`src/rtl/core/hbkt_ram.sv`:
```
// Generic single-port RAM with registered read data.
module hbkt_ram #(
	parameter int WIDTH = 8,
	parameter int DEPTH = 16
) (
	input  logic                     clk,
	input  logic                     we,
	input  logic [$clog2(DEPTH)-1:0] addr,
	input  logic [WIDTH-1:0]         wdata,
	output logic [WIDTH-1:0]         rdata
);

	logic [WIDTH-1:0] mem_q [DEPTH];

	always_ff @(posedge clk) begin
		if (we)
			mem_q[addr] <= wdata;
		rdata <= mem_q[addr];
	end

endmodule

```
`config.mk`:
```
export PLATFORM = sky130hd
export DESIGN_NAME = hbkt_ram
export DESIGN_NICKNAME = d
export VERILOG_FILES = /design/src/rtl/core/hbkt_ram.sv
export SDC_FILE = /design/constraint.sdc
export NUM_CORES = 1
export LEC_CHECK = 0
export BUFFER_PORTS_ARGS = -buffer_cell sky130_fd_sc_hd__buf_2
export CORE_MARGIN = 10
export CORE_UTILIZATION = 40
export CTS_BUF_LIST = sky130_fd_sc_hd__clkbuf_16
export DETAILED_ROUTE_END_ITERATION = 10
export GPL_ROUTABILITY_DRIVEN = 0
export PLACE_DENSITY = 0.58
export SLEW_MARGIN = 20
export SYNTH_ARGS = -nofsm -noshare
export SYNTH_HDL_FRONTEND = slang
export SYNTH_SLANG_ARGS = --single-unit
export TNS_END_PERCENT = 100
```
`constraint.sdc`:
```
create_clock -name clk -period 1.8 [get_ports clk]
set_clock_uncertainty 0.05 [all_clocks]
set_input_delay 0.36 -clock clk [delete_from_list [all_inputs] [get_ports clk]]
set_output_delay 0.36 -clock clk [all_outputs]
set_load 0.02 [all_outputs]
```
==> flow_summary.html <==
<table>
<tr><th>Metric</th><th>Value</th></tr>
<tr><th colspan="2">Run status</th></tr>
<tr><td>Status</td><td>complete, no violations</td></tr>
<tr><th colspan="2">Detailed routing</th></tr>
<tr><td>Routed Antenna Nets</td><td>0</td></tr>
<tr><td>DRT Wirelength</td><td>approximately 10 mm</td></tr>
<tr><td>DRT iter0 DRCs</td><td>between 150 and 200</td></tr>
<tr><td>Routed met2 length</td><td>just over 5 mm</td></tr>
<tr><td>Vias per std cell</td><td>between 4 and 5</td></tr>
<tr><td>Wl on met1</td><td>about 4.5 mm</td></tr>
<tr><td>Number of design rule violations left after detail routing</td><td>0</td></tr>
<tr><td>Detailed-routed wire length on met3</td><td>between 300 and 400 microns</td></tr>
<tr><td>Average detailed-routed wire length per instance</td><td>between 20 and 25 microns</td></tr>
<tr><td>Top routing layer in use</td><td>met4</td></tr>
<tr><td>Vias post-DR</td><td>about 2,400</td></tr>
<tr><td>Detailed-routing iteration count for the pre-antenna-repair pass</td><td>4</td></tr>
<tr><th colspan="2">Timing</th></tr>
<tr><td>Highest clock frequency the design can meet</td><td>around 0.7 GHz</td></tr>
<tr><td>Count of final max-slew check failures</td><td>0</td></tr>
<tr><td>Share of the cycle needed by the critical path after routing</td><td>between 80% and 90%</td></tr>
<tr><td>Unrepaired setup endpoints after global routing</td><td>false</td></tr>
<tr><td>Setup_tns</td><td>0 ps</td></tr>
<tr><td>Actual transition at the worst max-transition pin</td><td>698 ps</td></tr>
<tr><td>Final Setup Violations</td><td>0</td></tr>
<tr><td>Final-report hold violation count</td><td>0</td></tr>
<tr><td>Worst slew margin relative to its limit</td><td>between 50 and 60%</td></tr>
<tr><td>Period minus WS final</td><td>1460 ps</td></tr>
<tr><th colspan="2">Logic synthesis</th></tr>
<tr><td>Synthesized area divided by synthesized cell count</td><td>roughly 22 sq um</td></tr>
<tr><td>Proportion of netlist area held by the largest area contributor</td><td>about three quarters</td></tr>
<tr><td>Register bit total from synthesis</td><td>around 140</td></tr>
<tr><td>Unique masters post-synth</td><td>18</td></tr>
<tr><td>Fraction of synthesis flops using an asynchronous set or reset pin</td><td>0%</td></tr>
<tr><td>Ys Warns</td><td>0</td></tr>
<tr><td>Count of flip-flops with a built-in enable after synthesis</td><td>approximately 130</td></tr>
<tr><td>Sequential element share of the synthesized area</td><td>between 70% and 80%</td></tr>
<tr><td>Syn Std Cell Area</td><td>around 5100 sq um</td></tr>
<tr><td>Cell type with the highest aggregate area in the netlist</td><td>edfxtp_1</td></tr>
<tr><td>Commonest cells in the netlist</td><td>edfxtp_1 (128), mux4_2 (32), a22oi_1 (16), nor2_1 (13), nand2_1 (9)</td></tr>
<tr><td>Top-count cell post-synth</td><td>edfxtp_1</td></tr>
<tr><td>Dominant synthesized flop cell</td><td>edfxtp_1</td></tr>
<tr><td>Largest cells by area after synthesis</td><td>edfxtp_1 (76%), mux4_2 (14%), dfxtp_1 (3.2%), a22oi_1 (2.4%), nor2_1 (0.96%)</td></tr>
<tr><td>Number of standard cells after synthesis</td><td>between 200 and 250</td></tr>
<tr><td>Post-Synthesis Net Count</td><td>244</td></tr>
<tr><th colspan="2">Placed design</th></tr>
<tr><td># placed instances</td><td>450</td></tr>
<tr><td>IO Port Bufs</td><td>21</td></tr>
<tr><td>HPWL after detailed placement</td><td>6.82 mm</td></tr>
<tr><th colspan="2">Floorplanning</th></tr>
<tr><td>Initial standard-cell utilization of the core</td><td>40.5%</td></tr>
<tr><td>Core outline area</td><td>between 10,000 and 15,000 sq um</td></tr>
<tr><td>Die Width</td><td>around 130 microns</td></tr>
<tr><td>Vertical die dimension</td><td>between 100 and 150 microns</td></tr>
<tr><td>Number of top-level pins</td><td>22</td></tr>
<tr><td>Floorplan die area</td><td>17,600 sq um</td></tr>
<tr><td>Count of standard-cell rows</td><td>41</td></tr>
<tr><th colspan="2">Clock tree</th></tr>
<tr><td>Root Buffer Master</td><td>clkbuf_16</td></tr>
<tr><td>Clock slew at the register clock pins of the worst setup and hold paths</td><td>~60 ps</td></tr>
<tr><td>Number of sinks on the clock net</td><td>approximately 140</td></tr>
<tr><td>Number of buffers inserted to repair setup after CTS</td><td>0</td></tr>
<tr><td>Quantity of gates resized following cts</td><td>0</td></tr>
<tr><td>Maximum number of buffers from clock root to sink</td><td>2</td></tr>
<tr><td>Clock Latency Late Sink</td><td>about 410 ps</td></tr>
<tr><td>Maximum level of the CTS H-tree</td><td>4</td></tr>
<tr><td>Total of hold buffers inserted after clock tree synthesis</td><td>0</td></tr>
<tr><td>TritonCTS clock tree</td><td>built</td></tr>
<tr><td>Number of buffers inserted during clock tree synthesis</td><td>17</td></tr>
<tr><th colspan="2">Power and ir drop</th></tr>
<tr><td>Largest voltage drop on the vdd net</td><td>~1100 uV</td></tr>
<tr><td>Leak</td><td>2.12 nW</td></tr>
<tr><td>Cell area power density</td><td>about 1200 nW/um^2</td></tr>
<tr><th colspan="2">Critical path</th></tr>
<tr><td>Flop2flop setup slack</td><td>between 400 and 500 ps</td></tr>
<tr><td>Worst Path Required</td><td>between 2000 and 2500 ps</td></tr>
<tr><td>Worst reg-to-reg path cell count</td><td>3</td></tr>
<tr><td>Worst-path maximum fanout</td><td>10</td></tr>
<tr><td>Worst reg2reg path startpoint</td><td>mem_q[11][1]</td></tr>
<tr><td>CP startpoint kind</td><td>primary input</td></tr>
<tr><td>Kind of capture point of the worst setup path</td><td>register</td></tr>
<tr><td>Arr. time, crit path</td><td>1690 ps</td></tr>
<tr><td>Kind of critical path</td><td>primary input to register</td></tr>
<tr><td>Reg-to-reg critical path endpoint</td><td>rdata[1]</td></tr>
<tr><th colspan="2">Hold path</th></tr>
<tr><td>Cell depth of the worst min-delay path</td><td>1</td></tr>
<tr><td>Class of the tightest hold or removal check</td><td>primary input to register</td></tr>
<tr><td>Endpoint with the worst hold slack</td><td>mem_q[0][2]</td></tr>
<tr><td>Hold Path Origin</td><td>wdata[2]</td></tr>
<tr><th colspan="2">Global routing</th></tr>
<tr><td>Largest net degree at the start of global routing</td><td>27</td></tr>
<tr><td>Congestion Overflow GR</td><td>0</td></tr>
<tr><td>Antenna violations before repair</td><td>0</td></tr>
<tr><td>Global-route wire length before repair</td><td>15.7 mm</td></tr>
<tr><td>Vias in the first global route</td><td>between 2,000 and 3,000</td></tr>
<tr><td>Total routing resource utilization after global routing</td><td>approximately an eighth</td></tr>
<tr><th colspan="2">Job</th></tr>
<tr><td>Max cap viols</td><td>0</td></tr>
<tr><th colspan="2">Layout</th></tr>
<tr><td>Antenna fix cells</td><td>0</td></tr>
<tr><td>Filler Cells Inserted</td><td>1,061</td></tr>
<tr><td>Cell Count, Final, Fillers Out</td><td>between 400 and 500</td></tr>
<tr><td>P&amp;R area growth vs syn</td><td>22.8%</td></tr>
<tr><td>Fin nets</td><td>311</td></tr>
<tr><td>Fraction of final layout cells sized beyond drive strength 1</td><td>approximately 40%</td></tr>
</table>
registers in the layout (all words and copies together), names as in the netlist:
signal	count
mem_q	128
rdata	8
through the flow:
step           worst slack [ps]  hold WS (ps)  utilization, %  area (sq um)  power [mW]
2_1_floorplan             -48.1           409               -          5070        3.83
3_3_place_gp              -82.6           610            45.2          5660        4.00
3_5_place_dp              -91.2           618            45.2          5660        4.01
4_1_cts                     340           272            49.7          6220        7.34
5_1_grt                     259           284            49.7          6220        7.51
6_report                    345           293            49.7          6220        7.25
worst max-delay path by stage:
stage / from / endpoint
after global routing: addr[0] / rdata[6]
after floorplan: addr[1] / mem_q[12][0]
final: addr[0] / rdata[6]
after detailed placement: addr[0] / rdata[6]
after CTS: addr[0] / rdata[3]
after global placement: addr[0] / rdata[3]
power by group:
part           internal (mW)  switching, mW
Sequential              3.54         0.0186
Clock                   2.13           1.19
Combinational          0.160          0.213
Total                   5.83           1.42
layer usage:
layer / global-route usage (%) / vias to the layer above
li1: - / 1094
met1: 15.4 / 1259
met2: 19.2 / 37
met3: 3.71 / 4
met4: 4.03 / 0
met5: 0 / -
logic make-up (layout without fill, tap and decap cells):
| kind of cell | after synthesis | in the layout | share of synthesized area (%) |
|---|---|---|---|
| buffers and inverters | 11 | 89 | 1.19 |
| AO/OA/AOI/OAI | 16 | 16 | 2.37 |
| AND/OR/NAND/NOR | 35 | 35 | 3.21 |
| multiplexers | 32 | 32 | 14.2 |
| flip-flops | 136 | 136 | 79.0 |
cells in the final DEF (no fill, tap or decap):
cell type / netlist / final
a22oi_1: 16 / 16
and2_1: 1 / 1
buf_12: 0 / 3
buf_2: 2 / 21
buf_4: 0 / 35
bufinv_16: 0 / 3
clkbuf_16: 0 / 17
clkinv_1: 0 / 1
clkinv_2: 0 / 4
clkinv_4: 0 / 1
clkinvlp_4: 0 / 1
dfxtp_1: 8 / 8
edfxtp_1: 128 / 128
inv_1: 0 / 3
mux4_2: 32 / 32
nand2_1: 9 / 9
nand2b_1: 2 / 2
nand3_1: 1 / 1
nand3b_1: 2 / 2
nor2_1: 13 / 12
nor2_2: 0 / 1
nor2b_1: 2 / 2
nor3_1: 4 / 3
nor3_2: 0 / 1
or3b_2: 1 / 1
cell type report:
cell class | instances | area (sq um) | share of cell area, %
well taps | 172 | 215 | 3.46
multi-input cells | 83 | 1010 | 16.2
clock inverters | 13 | 141 | 2.27
clock buffers | 17 | 425 | 6.83
flip-flops and latches | 136 | 4000 | 64.3
repair buffers | 59 | 428 | 6.87
critical path, stage by stage:
cell     delay [ps]
buf_2           180
buf_12          170
buf_4           130
mux4_2          480
a22oi_1         280
nand2_1          90
No activity file was read; power rests on OpenSTA's default activity.
