==> src/rtl/core/hbkt_pkg.sv <==
// Shared types, constants and helpers for the bucketed hash key table.
package hbkt_pkg;

	localparam int NUM_BUCKETS      = 99;
	localparam int SLOTS_PER_BUCKET = 4;
	localparam int NUM_SLOTS        = NUM_BUCKETS * SLOTS_PER_BUCKET;
	localparam int BKT_W            = 7;
	localparam int SLOT_W           = (SLOTS_PER_BUCKET > 1) ? $clog2(SLOTS_PER_BUCKET) : 1;
	localparam int ADDR_W           = $clog2(NUM_SLOTS);

	localparam int KEY_BYTES = 11;
	localparam int KEY_W     = 8 * KEY_BYTES;
	localparam int HI_W      = 48;
	localparam int LO_W      = 40;
	localparam int PAD_W     = 96;
	localparam int NUM_PAIRS = 6;
	localparam int PAIR_W    = $clog2(NUM_PAIRS);

	localparam int SUM_W   = 15;
	localparam int FOLD_W  = 16;
	localparam int QUOT_W  = 9;
	localparam int RECIP_SHIFT = 21;
	localparam int PROD_W  = 2 * SUM_W;

	localparam logic [7:0]        PAD_CHAR = 8'h20;
	localparam logic [FOLD_W-1:0] HASH_MUL = 16'd100;
	localparam logic [FOLD_W-1:0] HASH_MOD = 16'd20000;
	localparam logic [FOLD_W-1:0] HASH_MOD2 = 16'd40000;
	localparam logic [SUM_W-1:0]  RECIP_K =
		SUM_W'(((2 ** RECIP_SHIFT) + NUM_BUCKETS - 1) / NUM_BUCKETS);

	typedef enum logic [1:0] {
		ACT_LOOKUP = 2'd0,
		ACT_INSERT = 2'd1,
		ACT_DELETE = 2'd2,
		ACT_REKEY  = 2'd3
	} action_t;

	typedef enum logic [2:0] {
		ST_OK        = 3'd0,
		ST_NOT_FOUND = 3'd1,
		ST_DUPLICATE = 3'd2,
		ST_FULL      = 3'd3,
		ST_EMPTY     = 3'd4
	} status_t;

	typedef enum logic [1:0] {
		H_IDLE,
		H_FOLD,
		H_MUL,
		H_RED
	} hash_state_t;

	typedef enum logic [3:0] {
		S_WIPE,
		S_IDLE,
		S_START,
		S_HASH,
		S_SCAN,
		S_SCAN_END,
		S_DECIDE,
		S_FREE,
		S_DONE
	} ctrl_state_t;

	typedef struct packed {
		logic             done;
		logic [BKT_W-1:0] bucket;
	} hash_res_t;

	// bytes after the first zero byte are forced to zero
	function automatic logic [KEY_W-1:0] norm_key(input logic [HI_W-1:0] hi,
			input logic [LO_W-1:0] lo);
		logic [KEY_W-1:0] raw;
		logic [KEY_W-1:0] res;
		logic             ended;
		raw   = {hi, lo};
		res   = '0;
		ended = 1'b0;
		for (int i = 0; i < KEY_BYTES; i++) begin
			if (raw[KEY_W-1-8*i -: 8] == 8'h00)
				ended = 1'b1;
			if (!ended)
				res[KEY_W-1-8*i -: 8] = raw[KEY_W-1-8*i -: 8];
		end
		return res;
	endfunction

	function automatic logic [ADDR_W-1:0] slot_addr(input logic [BKT_W-1:0] bkt,
			input logic [SLOT_W-1:0] idx);
		return ADDR_W'(bkt) * ADDR_W'(SLOTS_PER_BUCKET) + ADDR_W'(idx);
	endfunction

endpackage

==> src/rtl/core/hbkt_hash.sv <==
// Iterative folding hash: one byte pair per cycle, then reciprocal mod-99 reduction.
module hbkt_hash (
	input  logic                      clk,
	input  logic                      arst_n,
	input  logic                      start,
	input  logic [hbkt_pkg::KEY_W-1:0] key,
	output hbkt_pkg::hash_res_t       res
);
	import hbkt_pkg::*;

	hash_state_t       state_q, state_d;
	logic [PAIR_W-1:0] pair_q;
	logic [SUM_W-1:0]  sum_q;
	logic [PROD_W-1:0] prod_q;

	logic [PAD_W-1:0]  padded;
	logic [15:0]       pairs [NUM_PAIRS];
	logic [FOLD_W-1:0] fold_sum;
	logic [SUM_W-1:0]  sum_next;
	logic [QUOT_W-1:0] quot;
	logic [FOLD_W-1:0] rem;

	always_comb begin
		padded = {key, 8'h00};
		for (int i = 0; i < PAD_W / 8; i++) begin
			if (padded[PAD_W-1-8*i -: 8] == 8'h00)
				padded[PAD_W-1-8*i -: 8] = PAD_CHAR;
		end
		for (int i = 0; i < NUM_PAIRS; i++)
			pairs[i] = padded[PAD_W-1-16*i -: 16];
	end

	always_comb begin
		fold_sum = FOLD_W'(sum_q) + FOLD_W'(pairs[pair_q][15:8]) * HASH_MUL
			+ FOLD_W'(pairs[pair_q][7:0]);
		if (fold_sum >= HASH_MOD2)
			sum_next = SUM_W'(fold_sum - HASH_MOD2);
		else if (fold_sum >= HASH_MOD)
			sum_next = SUM_W'(fold_sum - HASH_MOD);
		else
			sum_next = SUM_W'(fold_sum);
	end

	assign quot = prod_q[PROD_W-1 -: QUOT_W];
	assign rem  = FOLD_W'(sum_q) - FOLD_W'(quot) * FOLD_W'(NUM_BUCKETS);

	always_comb begin
		state_d = state_q;
		unique case (state_q)
			H_IDLE: if (start) state_d = H_FOLD;
			H_FOLD: if (pair_q == PAIR_W'(NUM_PAIRS - 1)) state_d = H_MUL;
			H_MUL:  state_d = H_RED;
			H_RED:  state_d = H_IDLE;
			default: state_d = H_IDLE;
		endcase
	end

	always_comb begin
		res = '0;
		unique case (state_q)
			H_RED: begin
				res.done   = 1'b1;
				res.bucket = BKT_W'(rem);
			end
			default: res = '0;
		endcase
	end

	always_ff @(posedge clk or negedge arst_n) begin
		if (!arst_n)
			state_q <= H_IDLE;
		else
			state_q <= state_d;
	end

	always_ff @(posedge clk) begin
		if (state_q == H_IDLE && start) begin
			sum_q  <= '0;
			pair_q <= '0;
		end else if (state_q == H_FOLD) begin
			sum_q  <= sum_next;
			pair_q <= pair_q + PAIR_W'(1);
		end
		if (state_q == H_MUL)
			prod_q <= PROD_W'(sum_q) * PROD_W'(RECIP_K);
	end

endmodule

==> config.mk <==
export PLATFORM = sky130hd
export DESIGN_NAME = hbkt_hash
export DESIGN_NICKNAME = d
export VERILOG_FILES = /design/src/rtl/core/hbkt_pkg.sv /design/src/rtl/core/hbkt_hash.sv
export SDC_FILE = /design/constraint.sdc
export NUM_CORES = 1
export LEC_CHECK = 0
export BUFFER_PORTS_ARGS = -buffer_cell sky130_fd_sc_hd__buf_2
export CAP_MARGIN = 20
export CORE_ASPECT_RATIO = 1.4
export CORE_MARGIN = 10
export CORE_UTILIZATION = 45
export CTS_BUF_LIST = sky130_fd_sc_hd__clkbuf_4 sky130_fd_sc_hd__clkbuf_8 sky130_fd_sc_hd__clkbuf_16
export DETAILED_ROUTE_END_ITERATION = 10
export PLACE_DENSITY = 0.65
export SLEW_MARGIN = 20
export SYNTH_ARGS = -nofsm -noshare
export SYNTH_HDL_FRONTEND = slang
export SYNTH_SLANG_ARGS = --single-unit
export TNS_END_PERCENT = 20
==> constraint.sdc <==
create_clock -name clk -period 8.9 [get_ports clk]
set_input_delay 0.89 -clock clk [delete_from_list [all_inputs] [get_ports clk]]
set_output_delay 0.89 -clock clk [all_outputs]
set_load 0.005 [all_outputs]
==> impl_metrics.env <==
export IMPL_status="finished clean"
export IMPL_wirelength_mm=18.57
export IMPL_nets=1186
export IMPL_rows=54
export IMPL_pin_count=99
export IMPL_hold_viol=0
export IMPL_hold_path_class="in2async"
export IMPL_fin_crit_sh_pct=83.07
export IMPL_worst_path_buf_inv=2
export IMPL_drive_gt1_share_pct=15.77
export IMPL_ys_types=78
export IMPL_clk_pin_slew_worst_paths_ns=0.08
export IMPL_finalSetupTns_ns=0
export IMPL_drtIter0Drc=251
export IMPL_arrival_ns=7.56
export IMPL_start_util_pct=45.60
export IMPL_die_h_um=168.2
export IMPL_drv_slew=0
export IMPL_period_minus_slack_ns=7.393
export IMPL_end_kind="register"
export IMPL_critPathLaunchType="register"
export IMPL_grt_max_degree=29
export IMPL_overflow=0
export IMPL_path_class="reg2reg"
export IMPL_numCtsBuffers=3
export IMPL_drv_cap=0
export IMPL_cts_tree="built"
export IMPL_rrSetupSlack_ns=1.51
export IMPL_area_growth_syn_to_layout_pct=10.98
export IMPL_fill_cells=1495
export IMPL_synth_area_leaders="ha_1 (27%), fa_1 (13%), inv_1 (7.2%)"
export IMPL_skew_ns=0.005614
export IMPL_r2r_cells=26
export IMPL_cpPeakStageDelay_ns=0.74
export IMPL_diodes=0
export IMPL_maxSlewHeadroom_pct=43.97
export IMPL_worstPathRequired_ns=9.07
export IMPL_syn_avg_cell_area_sq_um=8.721
export IMPL_viasPerCell=5.686
export IMPL_ys_warnings_count=0
export IMPL_synthCells=809
export IMPL_timing_fmax_ghz=0.1353
export IMPL_synthArstFlopShare_pct=7.407
export IMPL_synth_area_sq_um=7056
export IMPL_synth_edff_count=7
export IMPL_r2r_start="pair_q[1]"
export IMPL_core_sq_um=15470
export IMPL_cpLargestDelayFamily="compound AO/OA/AOI/OAI gates"
export IMPL_cts_resized=0
export IMPL_synth_nets=1100
export IMPL_gp_congestion=0.9376
export IMPL_cts_sinks=27
export IMPL_htreeDepth=1
export IMPL_rr_endpoint="sum_q[9]"
export IMPL_cts_hold_buf=0
export IMPL_synth_top_area_share_pct=27.31
export IMPL_vias=6198
export IMPL_post_drt_wl_per_cell_um=17.03
export IMPL_dr_pass1_iters=4
export IMPL_clk_latency_ns=0.27
export IMPL_die_w_um=125.8
export IMPL_tightest_slew_ns=0.8392
export IMPL_synth_seq_area_share_pct=8.796
export IMPL_grt_use_total_pct=16.93
export IMPL_io_buffers=98
export IMPL_crit_top_cell="ha_1"
export IMPL_grt_pass1_vias=6397
export IMPL_grt_first_pass_wirelength_mm=30.21
export IMPL_cp_max_fo=12
export IMPL_hpwl_mm=16.14
export IMPL_antenna_found_initial=0
export IMPL_drtAntennaViolNets=0
export IMPL_die_area_sq_um=21160
export IMPL_synth_main_ff_cell="dfxtp_1"
export IMPL_root_buffer="clkbuf_16"
export IMPL_crit_slowest_cell="dfxtp_1"
export IMPL_setup_violations=0
export IMPL_synth_largest_area_cell="ha_1"
export IMPL_route_detailed_drc=0
export IMPL_cts_setup_buffers=0
export IMPL_clock_path_buffers=2
export IMPL_rsz0062_at_grt="false"
export IMPL_synth_seq_cells=27
## sequential cells by signal (all words and copies together), names as in the netlist
name,count
prod_q,7
pair_q,3
state_q,2
sum_q,15
## layout by cell type, fill, tap and decap left out, types with 3 or more instances in the layout
| cell | count |
|---|---|
| nand3_1 | 7 |
| buf_4 | 7 |
| a2111oi_0 | 3 |
| clkbuf_16 | 3 |
| buf_2 | 98 |
| a31o_2 | 3 |
| nor2b_1 | 9 |
| xnor2_1 | 36 |
| mux2i_1 | 17 |
| o41ai_1 | 3 |
| o22ai_1 | 11 |
| a211oi_1 | 13 |
| a21o_1 | 17 |
| inv_1 | 135 |
| a21oi_1 | 49 |
| a211o_1 | 4 |
| o211ai_1 | 3 |
| a32o_1 | 4 |
| and3_1 | 5 |
| o21ai_0 | 26 |
| edfxtp_1 | 7 |
| nand2b_1 | 4 |
| nand2_1 | 31 |
| nor2_1 | 29 |
| ha_1 | 154 |
| dfxtp_1 | 18 |
| a31oi_1 | 8 |
| nor4_1 | 12 |
| fa_1 | 46 |
| or3_1 | 5 |
| o21bai_1 | 6 |
| mux4_2 | 8 |
| o21a_1 | 12 |
| nor3_1 | 28 |
| nor3b_1 | 3 |
| and2_1 | 10 |
| xor2_1 | 7 |
## final cells by class
class | instances | area, sq um | share of cell area, %
multi-input combinational | 622 | 5828 | 74.43
sequential | 27 | 620.6 | 7.926
inverter | 136 | 510.5 | 6.520
clock inverter | 1 | 7.507 | 0.09588
timing repair buffer | 105 | 543.0 | 6.935
clock buffer | 3 | 75.07 | 0.9588
tap | 196 | 245.2 | 3.132
## worst register-to-register path, cell delays in order (launching register included)
cell and delay [ns]:
dfxtp_1 0.74, mux4_2 0.59, nand2_1 0.07, o21ai_0 0.20
ha_1 0.36, ha_1 0.27, inv_1 0.05, fa_1 0.49
inv_1 0.04, ha_1 0.33, a21oi_1 0.16, nor2_1 0.05
nor2_1 0.15, o21bai_1 0.09, a21oi_1 0.24, xnor2_1 0.15
ha_1 0.25, ha_1 0.34, and2_1 0.20, a221o_1 0.36
a21o_1 0.19, a41o_1 0.25, xor2_2 0.22, a211oi_2 0.71
nand2b_1 0.37, o221ai_1 0.17, a32o_1 0.26
## synthesized netlist by cell type (4+ instances only)
cell,count
a32o_1,4
fa_1,46
inv_1,135
a31oi_1,8
nand3_1,7
o21ai_0,26
a21oi_1,49
nor3_1,28
and3_1,5
xor2_1,7
buf_1,6
or3_1,5
nor4_1,12
o21a_1,12
dfxtp_1,18
o22ai_1,11
clkbuf_1,13
mux2i_1,17
xnor2_1,36
buf_2,5
and2_1,10
o21bai_1,6
nand2b_1,4
nor2_1,29
edfxtp_1,7
a21o_1,17
a211oi_1,13
a211o_1,4
nand2_1,31
ha_1,154
mux4_2,8
nor2b_1,9
## logic make-up (layout without fill, tap and decap cells)
logic type | after synthesis | in the layout | synth area share, %
mux | 26 | 26 | 5.125
simple gates | 158 | 158 | 11.90
buf+inv | 160 | 245 | 8.601
flops | 27 | 27 | 8.796
xor+xnor | 44 | 44 | 5.568
compound gates | 194 | 194 | 19.65
fa+ha+maj | 200 | 200 | 40.36
## stage by stage
stage,instances,utilization (%),hold slack (ns),setup WS [ns],cell area (sq um)
CTS,1090,50.61,0.3930,1.518,7830
detailed placement,1086,50.07,0.6647,1.385,7747
finish,1090,50.61,0.3942,1.507,7830
global placement,1086,50.07,0.6459,1.515,7747
floorplan,809,-,0.5059,2.022,7056
global route,1090,50.61,0.3899,1.059,7830
## worst max-delay path by stage
stage,from,endpoint,slack [ns],cells past startpoint
global route,pair_q[1],sum_q[9],1.06,26
floorplan,pair_q[1],sum_q[14],2.02,28
global placement,key[66],sum_q[9],1.51,27
finish,pair_q[1],sum_q[9],1.51,26
CTS,pair_q[1],sum_q[14],1.52,26
detailed placement,key[66],sum_q[14],1.39,27
## routing by layer
metal	vias up	global-route usage, %	part of all wire, %
met5	-	0	0
met4	0	6.402	2.5
met3	35	1.351	2.2
met2	99	32.95	57
met1	3012	18.30	38
li1	3052	-	-
Power is left out: the tool's default activity adds up to more than one toggle a clock period on the data nets, which glitch-free logic cannot reach.
